$ cat src/rtl/throttle_filter_ramp_core_macros.svh
// Assertion helpers, clocked on i_clk and disabled while i_rst_n is low.
`ifndef THROTTLE_FILTER_RAMP_CORE_MACROS_SVH
`define THROTTLE_FILTER_RAMP_CORE_MACROS_SVH

// Same-cycle implication.
`define TFR_ASSERT_SAME(label, ante, cons, msg) \
    label: assert property (@(posedge i_clk) disable iff (!i_rst_n) (ante) |-> (cons)) \
        else $error(msg);

// Next-cycle implication.
`define TFR_ASSERT_NEXT(label, ante, cons, msg) \
    label: assert property (@(posedge i_clk) disable iff (!i_rst_n) (ante) |=> (cons)) \
        else $error(msg);

`endif

$ cat src/rtl/tfr_pkg.sv
package tfr_pkg;

    localparam int SAMPLE_BITS = 16;
    localparam int DATA_W      = 16;
    localparam int ACC_W       = 2 * DATA_W;
    localparam int DIV_STEPS   = ACC_W;
    localparam int CNT_W       = $clog2(DIV_STEPS);
    localparam int STEP_W      = 15;
    localparam int CFG_IDX_W   = 2;

    localparam logic [DATA_W-1:0] INVALID_CODE = 16'hFFFF;
    localparam logic [DATA_W-1:0] SAMPLE_MASK  =
        DATA_W'((64'd1 << SAMPLE_BITS) - 64'd1);
    localparam logic [CNT_W-1:0]  CNT_LAST     = CNT_W'(DIV_STEPS - 1);

    localparam logic [DATA_W-1:0] BW_RESET     = 16'd16;
    localparam logic [DATA_W-1:0] SLOPE_RESET  = 16'd1;
    localparam logic [DATA_W-1:0] OFFSET_RESET = 16'd0;
    localparam logic [STEP_W-1:0] STEP_RESET   = 15'd1;

    typedef enum logic [1:0] {
        OP_SAMPLE = 2'd0,
        OP_RAMP   = 2'd1,
        OP_CLEAR  = 2'd2,
        OP_NONE   = 2'd3
    } t_op;

    typedef enum logic [CFG_IDX_W-1:0] {
        REG_BANDWIDTH = 2'd0,
        REG_SLOPE     = 2'd1,
        REG_OFFSET    = 2'd2,
        REG_STEP      = 2'd3
    } t_reg;

    typedef enum logic [2:0] {
        S_IDLE,
        S_DISPATCH,
        S_MUL,
        S_DIV,
        S_TGT,
        S_RAMP,
        S_FINISH
    } t_state;

    typedef struct packed {
        logic capture;
        logic mul;
        logic div_step;
        logic target;
        logic ramp;
        logic clear;
        logic load_out;
    } t_cmd;

    typedef struct packed {
        t_op  op;
        logic invalid;
        logic div_last;
    } t_status;

endpackage

$ cat src/rtl/tfr_datapath.sv
module tfr_datapath (
    input  logic                                i_clk,
    input  logic                                i_rst_n,
    input  tfr_pkg::t_cmd                       i_cmd,
    output tfr_pkg::t_status                    o_status,
    input  logic [1:0]                          i_op,
    input  logic [tfr_pkg::DATA_W-1:0]          i_sample,
    input  logic                                i_cfg_we,
    input  logic [tfr_pkg::CFG_IDX_W-1:0]       i_cfg_index,
    input  logic [tfr_pkg::DATA_W-1:0]          i_cfg_data,
    output logic [tfr_pkg::DATA_W-1:0]          o_instant_value,
    output logic [tfr_pkg::DATA_W-1:0]          o_average_value,
    output logic signed [tfr_pkg::DATA_W-1:0]   o_current_reference
);

    logic [tfr_pkg::DATA_W-1:0]        r_bw;
    logic signed [tfr_pkg::DATA_W-1:0] r_slope;
    logic [tfr_pkg::DATA_W-1:0]        r_offset;
    logic [tfr_pkg::STEP_W-1:0]        r_step;

    tfr_pkg::t_op                      r_op;
    logic [tfr_pkg::DATA_W-1:0]        r_sample;
    logic [tfr_pkg::DATA_W-1:0]        r_last_raw;
    logic [tfr_pkg::DATA_W-1:0]        r_avg;
    logic [tfr_pkg::DATA_W-1:0]        r_ref;

    logic [tfr_pkg::ACC_W-1:0]         r_acc;
    logic [tfr_pkg::DATA_W:0]          r_rem;
    logic [tfr_pkg::CNT_W-1:0]         r_cnt;
    logic [tfr_pkg::DATA_W-1:0]        r_tgt;

    logic [tfr_pkg::DATA_W-1:0]        r_out_inst;
    logic [tfr_pkg::DATA_W-1:0]        r_out_avg;
    logic [tfr_pkg::DATA_W-1:0]        r_out_ref;

    logic [tfr_pkg::DATA_W-1:0]        w_bw_eff;
    logic [tfr_pkg::DATA_W-1:0]        w_bw_m1;
    logic [tfr_pkg::DATA_W-1:0]        w_s;
    logic [tfr_pkg::ACC_W-1:0]         w_prod;
    logic [tfr_pkg::ACC_W-1:0]         w_acc_init;
    logic [tfr_pkg::DATA_W:0]          w_rem_sh;
    logic                              w_ge;
    logic [tfr_pkg::DATA_W:0]          w_rem_nx;
    logic [tfr_pkg::ACC_W-1:0]         w_acc_nx;
    logic [tfr_pkg::DATA_W-1:0]        w_diff;
    logic [tfr_pkg::DATA_W-1:0]        w_tprod;
    logic [tfr_pkg::DATA_W-1:0]        w_step16;
    logic [tfr_pkg::DATA_W-1:0]        w_ref_nx;

    // zero bandwidth behaves as one
    assign w_bw_eff   = (r_bw == '0) ? tfr_pkg::DATA_W'(1) : r_bw;
    assign w_bw_m1    = w_bw_eff - tfr_pkg::DATA_W'(1);
    assign w_s        = r_sample & tfr_pkg::SAMPLE_MASK;
    assign w_prod     = {{tfr_pkg::DATA_W{1'b0}}, w_bw_m1} * {{tfr_pkg::DATA_W{1'b0}}, r_avg};
    assign w_acc_init = w_prod + {{tfr_pkg::DATA_W{1'b0}}, w_s};

    // restoring divider, one quotient bit per cycle
    assign w_rem_sh = {r_rem[tfr_pkg::DATA_W-1:0], r_acc[tfr_pkg::ACC_W-1]};
    assign w_ge     = w_rem_sh >= {1'b0, w_bw_eff};
    assign w_rem_nx = w_ge ? (w_rem_sh - {1'b0, w_bw_eff}) : w_rem_sh;
    assign w_acc_nx = {r_acc[tfr_pkg::ACC_W-2:0], w_ge};

    // only the low 16 bits of slope * (avg - offset) are kept
    assign w_diff   = r_avg - r_offset;
    assign w_tprod  = r_slope * w_diff;

    assign w_step16 = {1'b0, r_step};

    always_comb begin
        if (!r_tgt[tfr_pkg::DATA_W-1]) begin
            w_ref_nx = ($signed(r_tgt) > $signed(r_ref)) ? (r_ref + w_step16) : r_tgt;
        end else begin
            w_ref_nx = ($signed(r_tgt) < $signed(r_ref)) ? (r_ref - w_step16) : r_tgt;
        end
    end

    always_ff @(posedge i_clk) begin
        if (!i_rst_n) begin
            r_bw     <= tfr_pkg::BW_RESET;
            r_slope  <= tfr_pkg::SLOPE_RESET;
            r_offset <= tfr_pkg::OFFSET_RESET;
            r_step   <= tfr_pkg::STEP_RESET;
        end else if (i_cfg_we) begin
            case (tfr_pkg::t_reg'(i_cfg_index))
                tfr_pkg::REG_BANDWIDTH: r_bw     <= i_cfg_data;
                tfr_pkg::REG_SLOPE:     r_slope  <= i_cfg_data;
                tfr_pkg::REG_OFFSET:    r_offset <= i_cfg_data;
                tfr_pkg::REG_STEP:      r_step   <= i_cfg_data[tfr_pkg::STEP_W-1:0];
                default: ;
            endcase
        end
    end

    always_ff @(posedge i_clk) begin
        if (!i_rst_n) begin
            r_last_raw <= '0;
            r_avg      <= '0;
            r_ref      <= '0;
        end else begin
            if (i_cmd.capture && (tfr_pkg::t_op'(i_op) == tfr_pkg::OP_SAMPLE)) begin
                r_last_raw <= i_sample;
            end
            if (i_cmd.div_step && (r_cnt == tfr_pkg::CNT_LAST)) begin
                r_avg <= w_acc_nx[tfr_pkg::DATA_W-1:0];
            end
            if (i_cmd.ramp) begin
                r_ref <= w_ref_nx;
            end
            if (i_cmd.clear) begin
                r_avg <= '0;
                r_ref <= '0;
            end
        end
    end

    always_ff @(posedge i_clk) begin
        if (i_cmd.capture) begin
            r_op     <= tfr_pkg::t_op'(i_op);
            r_sample <= i_sample;
        end
        if (i_cmd.mul) begin
            r_acc <= w_acc_init;
            r_rem <= '0;
            r_cnt <= '0;
        end
        if (i_cmd.div_step) begin
            r_acc <= w_acc_nx;
            r_rem <= w_rem_nx;
            r_cnt <= r_cnt + tfr_pkg::CNT_W'(1);
        end
        if (i_cmd.target) begin
            r_tgt <= w_tprod;
        end
        if (i_cmd.load_out) begin
            r_out_inst <= r_last_raw;
            r_out_avg  <= r_avg;
            r_out_ref  <= r_ref;
        end
    end

    assign o_status.op       = r_op;
    assign o_status.invalid  = (r_sample == tfr_pkg::INVALID_CODE);
    assign o_status.div_last = (r_cnt == tfr_pkg::CNT_LAST);

    assign o_instant_value     = r_out_inst;
    assign o_average_value     = r_out_avg;
    assign o_current_reference = r_out_ref;

endmodule

$ cat src/rtl/tfr_ctrl.sv
`include "throttle_filter_ramp_core_macros.svh"

module tfr_ctrl (
    input  logic              i_clk,
    input  logic              i_rst_n,
    input  logic              i_in_valid,
    output logic              o_in_ready,
    input  logic              i_out_ready,
    output logic              o_out_valid,
    input  tfr_pkg::t_status  i_status,
    output tfr_pkg::t_cmd     o_cmd
);

    tfr_pkg::t_state r_state;
    tfr_pkg::t_state n_state;
    logic            r_out_valid;
    logic            n_out_valid;

    always_comb begin
        n_state = r_state;
        case (r_state)
            tfr_pkg::S_IDLE: begin
                if (i_in_valid) begin
                    n_state = tfr_pkg::S_DISPATCH;
                end
            end
            tfr_pkg::S_DISPATCH: begin
                case (i_status.op)
                    tfr_pkg::OP_SAMPLE: begin
                        n_state = i_status.invalid ? tfr_pkg::S_FINISH : tfr_pkg::S_MUL;
                    end
                    tfr_pkg::OP_RAMP: n_state = tfr_pkg::S_TGT;
                    default:          n_state = tfr_pkg::S_FINISH;
                endcase
            end
            tfr_pkg::S_MUL: n_state = tfr_pkg::S_DIV;
            tfr_pkg::S_DIV: begin
                if (i_status.div_last) begin
                    n_state = tfr_pkg::S_FINISH;
                end
            end
            tfr_pkg::S_TGT:  n_state = tfr_pkg::S_RAMP;
            tfr_pkg::S_RAMP: n_state = tfr_pkg::S_FINISH;
            tfr_pkg::S_FINISH: begin
                if (!r_out_valid || i_out_ready) begin
                    n_state = tfr_pkg::S_IDLE;
                end
            end
            default: n_state = tfr_pkg::S_IDLE;
        endcase
    end

    always_comb begin
        o_cmd      = '0;
        o_in_ready = 1'b0;
        case (r_state)
            tfr_pkg::S_IDLE: begin
                o_in_ready    = 1'b1;
                o_cmd.capture = i_in_valid;
            end
            tfr_pkg::S_DISPATCH: o_cmd.clear    = (i_status.op == tfr_pkg::OP_CLEAR);
            tfr_pkg::S_MUL:      o_cmd.mul      = 1'b1;
            tfr_pkg::S_DIV:      o_cmd.div_step = 1'b1;
            tfr_pkg::S_TGT:      o_cmd.target   = 1'b1;
            tfr_pkg::S_RAMP:     o_cmd.ramp     = 1'b1;
            tfr_pkg::S_FINISH:   o_cmd.load_out = !r_out_valid || i_out_ready;
            default: ;
        endcase
    end

    assign n_out_valid = o_cmd.load_out || (r_out_valid && !i_out_ready);

    always_ff @(posedge i_clk) begin
        if (!i_rst_n) begin
            r_state     <= tfr_pkg::S_IDLE;
            r_out_valid <= 1'b0;
        end else begin
            r_state     <= n_state;
            r_out_valid <= n_out_valid;
        end
    end

    assign o_out_valid = r_out_valid;

    `TFR_ASSERT_NEXT(a_accept_dispatch, i_in_valid && o_in_ready, r_state == tfr_pkg::S_DISPATCH, "accepted transaction not dispatched")
    `TFR_ASSERT_NEXT(a_stall_hold, (r_state == tfr_pkg::S_FINISH) && r_out_valid && !i_out_ready, (r_state == tfr_pkg::S_FINISH) && r_out_valid, "stalled result lost")
    `TFR_ASSERT_NEXT(a_div_exit, (r_state == tfr_pkg::S_DIV) && i_status.div_last, r_state == tfr_pkg::S_FINISH, "divider did not finish")
    `TFR_ASSERT_NEXT(a_load_valid, o_cmd.load_out, r_out_valid && (r_state == tfr_pkg::S_IDLE), "loaded result not presented")
    `TFR_ASSERT_SAME(a_no_ready_busy, r_state != tfr_pkg::S_IDLE, !o_cmd.capture, "capture outside idle")

endmodule

$ cat src/rtl/throttle_filter_ramp_core.sv
// Throttle conditioning and torque-current reference ramp.
// Input channel (i_in_valid / o_in_ready): i_op selects the event, 0 sample,
// 1 ramp tick, 2 clear average and reference, 3 no change; i_sample carries
// the raw conversion, 0xFFFF marking a missing one.
// Output channel (o_out_valid / i_out_ready): one result per input transaction,
// giving the stored raw value, the filtered level and the current reference.
// Configuration: i_cfg_we writes i_cfg_data to register i_cfg_index
// (0 bandwidth, 1 slope, 2 offset, 3 ramp step); write only while idle.
// From acceptance, a valid sample passes through dispatch, a multiply-add
// and the restoring divider before the result is loaded; a ramp tick passes
// through dispatch, target and ramp steps; anything else goes from dispatch
// straight to the result. One transaction is in work at a time, and the
// next one is accepted in the cycle after the result is registered.
// The result sits in an output register; a new transaction is accepted while
// it waits, and if the receiver still stalls when the next result is ready,
// the block holds in its final state until the register frees.
// Synchronous active-low reset restores register defaults, clears the
// filtered level, reference and stored raw value, and drops o_out_valid.
module throttle_filter_ramp_core (
    input  logic                                i_clk,
    input  logic                                i_rst_n,
    input  logic                                i_in_valid,
    output logic                                o_in_ready,
    input  logic [1:0]                          i_op,
    input  logic [tfr_pkg::DATA_W-1:0]          i_sample,
    output logic                                o_out_valid,
    input  logic                                i_out_ready,
    output logic [tfr_pkg::DATA_W-1:0]          o_instant_value,
    output logic [tfr_pkg::DATA_W-1:0]          o_average_value,
    output logic signed [tfr_pkg::DATA_W-1:0]   o_current_reference,
    input  logic                                i_cfg_we,
    input  logic [tfr_pkg::CFG_IDX_W-1:0]       i_cfg_index,
    input  logic [tfr_pkg::DATA_W-1:0]          i_cfg_data
);

    tfr_pkg::t_cmd    w_cmd;
    tfr_pkg::t_status w_status;

    tfr_ctrl u_ctrl (
        .i_clk       (i_clk),
        .i_rst_n     (i_rst_n),
        .i_in_valid  (i_in_valid),
        .o_in_ready  (o_in_ready),
        .i_out_ready (i_out_ready),
        .o_out_valid (o_out_valid),
        .i_status    (w_status),
        .o_cmd       (w_cmd)
    );

    tfr_datapath u_datapath (
        .i_clk               (i_clk),
        .i_rst_n             (i_rst_n),
        .i_cmd               (w_cmd),
        .o_status            (w_status),
        .i_op                (i_op),
        .i_sample            (i_sample),
        .i_cfg_we            (i_cfg_we),
        .i_cfg_index         (i_cfg_index),
        .i_cfg_data          (i_cfg_data),
        .o_instant_value     (o_instant_value),
        .o_average_value     (o_average_value),
        .o_current_reference (o_current_reference)
    );

endmodule
$ cat config.mk
export PLATFORM = sky130hd
export DESIGN_NAME = throttle_filter_ramp_core
export DESIGN_NICKNAME = d
export VERILOG_FILES = /design/src/rtl/tfr_pkg.sv /design/src/rtl/tfr_datapath.sv /design/src/rtl/tfr_ctrl.sv /design/src/rtl/throttle_filter_ramp_core.sv
export VERILOG_INCLUDE_DIRS = /design/src /design/src/rtl
export SDC_FILE = /design/constraint.sdc
export NUM_CORES = 1
export LEC_CHECK = 0
export BUFFER_PORTS_ARGS = -buffer_cell sky130_fd_sc_hd__buf_2
export CORE_MARGIN = 2
export CORE_UTILIZATION = 58
export DETAILED_ROUTE_END_ITERATION = 12
export GPL_TIMING_DRIVEN = 0
export PLACE_DENSITY = 0.8
export SKIP_CTS_REPAIR_TIMING = 1
export SLEW_MARGIN = 10
export SYNTH_ARGS = -nofsm -noshare
export SYNTH_HDL_FRONTEND = slang
export SYNTH_SLANG_ARGS = --single-unit
$ cat constraint.sdc
create_clock -name i_clk -period 8.7 [get_ports i_clk]
set_input_delay 0.435 -clock i_clk [delete_from_list [all_inputs] [get_ports i_clk]]
set_output_delay 0.435 -clock i_clk [all_outputs]
set_load 0.005 [all_outputs]
-- Word-level counts from Yosys, hierarchy flattened
Cells that the tools add are included.
- flip-flop bits (word level): 250
- input bits: 41
- output and inout port bits: 50
- logic and storage cells: 91
- add/sub/neg operators: 7
- multipliers: 2
- $lt $le $gt $ge: 3
- equality and inequality tests: 16
- multiplexer cells: 25
- bitwise operators: 1
- reductions and logical operators: 19
- operators with widths (operator ; count):
    $mux W16 ; 7
    $mux W32 ; 2
    $add A32 B16 Y32 ; 1
    $mul A16 B16 Y32 ; 1
    $sub A16 B16 Y16 ; 2
    $pmux W3 S7 ; 1
    $ge A17 B16 Y1 ; 1
    $add A16 B15 Y16 ; 1
    $eq A16 B16 Y1 const B ; 1
    $gt A16 B16 Y1 ; 1
    $logic_not A16 Y1 ; 1
    $lt A16 B16 Y1 ; 1
    $mul A16 B16 Y16 ; 1
    $sub A16 B1 Y16 const B ; 1
    $sub A16 B15 Y16 ; 1
    $mux W3 ; 4
    $mux W5 ; 2
    $eq A3 B3 Y1 const B ; 3
    $mux W1 ; 8
    $reduce_and A2 Y1 ; 4
    $eq A2 B2 Y1 const B ; 3
    $eq A3 B2 Y1 const B ; 2
    $logic_not A2 Y1 ; 3
    $pmux W3 S2 ; 1
    14 further kinds ; 20

-- Depth between registers and ports, before layout
- word-level depth: 7
- mapped depth: 38
- depth with buffers taken out: 36

-- Modules after synthesis
A second synthesis with hierarchy kept.
- cell total of the unflattened synthesis: 2863
- area total of the unflattened synthesis: 25874.8 sq um
- by module, submodules not included (module ; times used ; cells an instance ; area an instance (sq um) ; seq. area each (sq um)):
    tfr_datapath ; 1 ; 2827 ; 25613.3 ; 6276.0
    tfr_ctrl ; 1 ; 36 ; 261.5 ; 80.1

-- Worst setup path after synthesis
No wires, ideal clock.
- path kind: reg2reg
- start: register u_datapath.r_bw[4] in the netlist's numbering
- end: register u_datapath.r_acc[30] in the netlist's numbering, data pin
- arrival: 8.576 ns
- required time: 8.432 ns
- slack: -0.144 ns
- cell stages (with the launch flop): 38
- period minus slack after synthesis: 8.844 ns
- cell sequence: dfxtp_1 nor2_1 nand3_1 nor2_1 nand2_1 or4_1 nor3_1 a31oi_1 clkbuf_1 ha_1 nand2_1 nor2_1 xnor2_1 clkbuf_1 nand2_1 fa_1 fa_1 inv_1 [... 2 more ...] fa_1 inv_1 fa_1 inv_1 fa_1 inv_1 ha_1 a211o_1 or3_1 a311oi_1 nor3_1 and3_1 a221oi_1 o31ai_1 a221oi_1 o21ai_1 xnor2_1 o21ai_0
- longest elaborated chain between the ends: 7
- RTL lines (item ; RTL line ; RTL):
    from (decl) ; tfr_datapath.sv:16 ; logic [tfr_pkg::DATA_W-1:0] r_bw;
    from (signal assigned) ; tfr_datapath.sv:79 ; r_bw <= tfr_pkg::BW_RESET;
    from (signal assigned) ; tfr_datapath.sv:85 ; tfr_pkg::REG_BANDWIDTH: r_bw <= i_cfg_data;
    $logic_not A16 Y1 ; tfr_datapath.sv:51 ; assign w_bw_eff = (r_bw == '0) ? tfr_pkg::DATA_W'(1) : r_bw;
    $mux W16 * ; tfr_datapath.sv:51 ;
    $sub A16 B1 Y16 * ; tfr_datapath.sv:52 ; assign w_bw_m1 = w_bw_eff - tfr_pkg::DATA_W'(1);
    $mul A16 B16 Y32 * ; tfr_datapath.sv:54 ; assign w_prod = {{tfr_pkg::DATA_W{1'b0}}, w_bw_m1} * {{tfr_pkg::DATA_W{1'b0}}, r_avg};
    $add A32 B16 Y32 * ; tfr_datapath.sv:55 ; assign w_acc_init = w_prod + {{tfr_pkg::DATA_W{1'b0}}, w_s};
    $mux W32 * ; tfr_datapath.sv:121 ; if (i_cmd.mul) begin
    $mux W32 * ; tfr_datapath.sv:126 ; if (i_cmd.div_step) begin
    to (signal assigned) ; tfr_datapath.sv:122 ; r_acc <= w_acc_init;
    to (signal assigned) ; tfr_datapath.sv:127 ; r_acc <= w_acc_nx;
    to (decl) ; tfr_datapath.sv:27 ; logic [tfr_pkg::ACC_W-1:0] r_acc;
Every way passes the cells marked *; elsewhere a longest branch is shown, timed or not. The select of a mux whose other input is x is not followed.
A chain may end at the register's enable or synchronous reset.

-- Final worst setup path
- start: register u_datapath.r_bw[5] in the netlist's numbering
- end: register u_datapath.r_acc[28] in the netlist's numbering, data pin
The elaborated chain is that of the path after synthesis.

==> metrics.txt <==
status=finished, violations left; failing checks=negative setup slack; Die W=213 um; period utilization=103%; TritonCTS clock tree=done; RSZ-0062 raised after global routing=true; commonest non-fill, non-tap cell in the layout=inv_1; cell count after synthesis=2815; crit path launch=u_datapath.r_bw[5]$_SDFFE_PN0P_; prevailing post-synth register cell=edfxtp_1; Max Slew Vio Count=0; placed instance count=3498; worst-margin pin slew=0.956 ns; vias=20.4k; post-synth cell types=65; Worst setup EP type=flop; Slew headroom=36.3%; Slowest-stage cell, CP=or4_4; Seq cells post-synth=250; Power, Total=3.60 mW; FP Rows=76; Total Wirelength=71800 um; crit path buf inv count=8; Initial Util=59.0%; Worst path most repeated cell=fa_1; CP Class=reg2reg; sequential area share after synthesis=25.0%; worst path required time=9.02 ns; Core ar.=43200 sq um; CTS Buf Count=28; Buffers on Ports=89; clk slew on worst S/H paths=0.07 ns; P&R area growth vs syn=12.7%; Pleak=13.0 nW; fin cells=3582; GRT met2 Usage=51.4%; worst skew pair latency=0.58 ns; fill count=3416; M3 GR Usage=6.08%; aggregate global routing overflow=0; Avg Inst Size Synth=9.04 sq um; GPL Wtd Cong=0.983; Clock Tree Root=clkbuf_16; critical path peak fanout=8; drt wl/cell=20.1 um; PD cells=125 nW/um^2; Ports=91; Final min period=8.99 ns; CP top delay family=adder cells; Util after Layout=66.5%; most frequent cells in the layout=480 x inv_1, 447 x nand2_1, 285 x fa_1, 227 x ha_1, 175 x and2_1; post-route cell area=28700 sq um; die area=45600 sq um; Arrival @ worst endpoint=9.31 ns; pre-CTS worst setup slack=-2.23 ns; Max Cap Viol=0; final clock skew=0.0237 ns; clk sinks=250; Worst setup SP type=flop; top cell type by total area after synthesis=fa_1; pin count of the biggest net entering global routing=25; FF-to-FF Start=u_datapath.r_bw[5]$_SDFFE_PN0P_; vias per inst=5.70; share of cells above drive strength 1=9.94%; n_diodes=0; GRT Overall Usage=31.5%; Post-Syn Area=25500 sq um; Synth async-reset ratio=0%; Synth top area share=23.1%; antenna violations before repair=2; Hold Crit Start=i_sample[12]; Initial DRC Count=1759; drt first pass iters=6; Max clock buf depth=3; Max stage delay on crit path=0.54 ns; hpwl dp=55700 um; final setup vio count=6; Synthesis Warnings=0; Final Hold Viols=0; vias in the first global route=20.6k; GRT Max-Usage Layer=met2; dpl cell area=26800 sq um; NumNets Final=3546; Synth area leaders=fa_1 23%, edfxtp_1 16%, ha_1 12%, dfxtp_1 9.0%, inv_1 7.2%; met1 Track Usage GR=42.5%; Post-synth EDFFs=135; Chip Height=213 um; # DRC=0; post-route ant nets=0; max frequency=111 MHz; largest vdd supply drop=0.000156 V; H-Tree Depth=1; first-pass GRT wire length=111000 um; Syn Nets=3385; Hold Crit Class=in2reg; Worst Setup Slack, final=-0.286 ns
==> final timing paths <==
kind	to	slack, ns	cells past startpoint
setup / recovery	u_datapath.r_acc[28]$_DFFE_PP_	-0.29	37
setup reg to reg	u_datapath.r_acc[28]$_DFFE_PP_	-0.29	37
hold / removal	u_datapath.r_sample[12]$_DFFE_PP_	0.04	1
hold reg to reg	u_datapath.o_average_value[15]$_DFFE_PP_	0.43	0
==> worst register-to-register path, delay by kind of cell, from the launching register on <==
kind | cells | cell delay (ns)
adder cells (fa/ha/maj) | 8 | 3.39
XOR/XNOR | 2 | 0.32
AND/OR/NAND/NOR | 12 | 2.26
AO/OA/AOI/OAI | 7 | 1.59
buffers and inverters | 8 | 0.82
flip-flops | 1 | 0.36
==> Yosys cell counts, types with 16 or more instances <==
master    number
and2_1       179
a21boi_0      81
a21oi_1      110
inv_1        491
xnor2_1       88
edfxtp_1     135
o31ai_1       18
a21o_1        23
nand2_1      453
dfxtp_1      115
nand2b_1      28
xor2_1        23
nor3_1        25
and3_1        16
nor2b_1       38
clkbuf_1     107
nand3_1       25
o21a_1        19
fa_1         294
o21ai_0       68
ha_1         235
nor2_1       101
==> metrics by stage <==
step | hold slack [ns] | TNS (ns)
5_1_grt | 0.0356 | -3.43
6_report | 0.0436 | -1.27
3_3_place_gp | 0.411 | -22.02
3_5_place_dp | 0.419 | -25.98
4_1_cts | 0.0321 | -28.04
2_1_floorplan | 0.406 | 0
==> metal layers <==
layer | part of all wire, % | vias to the layer above
li1 | - | 9254
met1 | 40 | 9944
met2 | 46 | 1014
met3 | 10 | 214
met4 | 3.9 | 6
met5 | 0.057 | -
==> flip-flops by register name (all words and copies together) (netlist names) <==
| register | cells |
|---|---|
| u_datapath.r_acc | 32 |
| u_datapath.o_average_value | 16 |
| u_datapath.o_current_reference | 16 |
| u_datapath.o_instant_value | 16 |
| u_datapath.r_avg | 16 |
| u_datapath.r_bw | 16 |
| u_datapath.r_last_raw | 16 |
| u_datapath.r_offset | 16 |
| u_datapath.r_ref | 16 |
| u_datapath.r_rem | 16 |
| u_datapath.r_sample | 16 |
| u_datapath.r_slope | 16 |
| u_datapath.r_tgt | 16 |
| u_datapath.r_step | 15 |
| u_datapath.r_cnt | 5 |
| u_ctrl.r_state | 3 |
| u_datapath.r_op | 2 |
| u_ctrl.o_out_valid | 1 |
==> power breakdown <==
group / internal (mW) / switching [mW] / leakage, nW
sequential: 1.32 / 0.0500 / 2.17
clock: 0.789 / 0.505 / 0.482
combinational: 0.363 / 0.569 / 10.4
==> kinds of logic after synthesis <==
family | share of synthesized area [%]
AOI/OAI and AO/OA | 10.4
and+or+nand+nor | 16.7
adders and majority gates | 34.7
buffers and inverters | 8.88
xor gates and xnor gates | 4.00
muxes | 0.374
DFF | 25.0
==> area by class of cell <==
class	count	area, sq um	share of cell area (%)
inverters	491	1840	6.42
multi-input cells	1963	17400	60.7
plain buffers	109	484	1.69
well taps	585	732	2.55
clock inverters	15	256	0.894
repair buffers	133	852	2.97
clock buffers	36	751	2.62
flip-flops and latches	250	6370	22.2
Power figures use the tool's default switching activity.
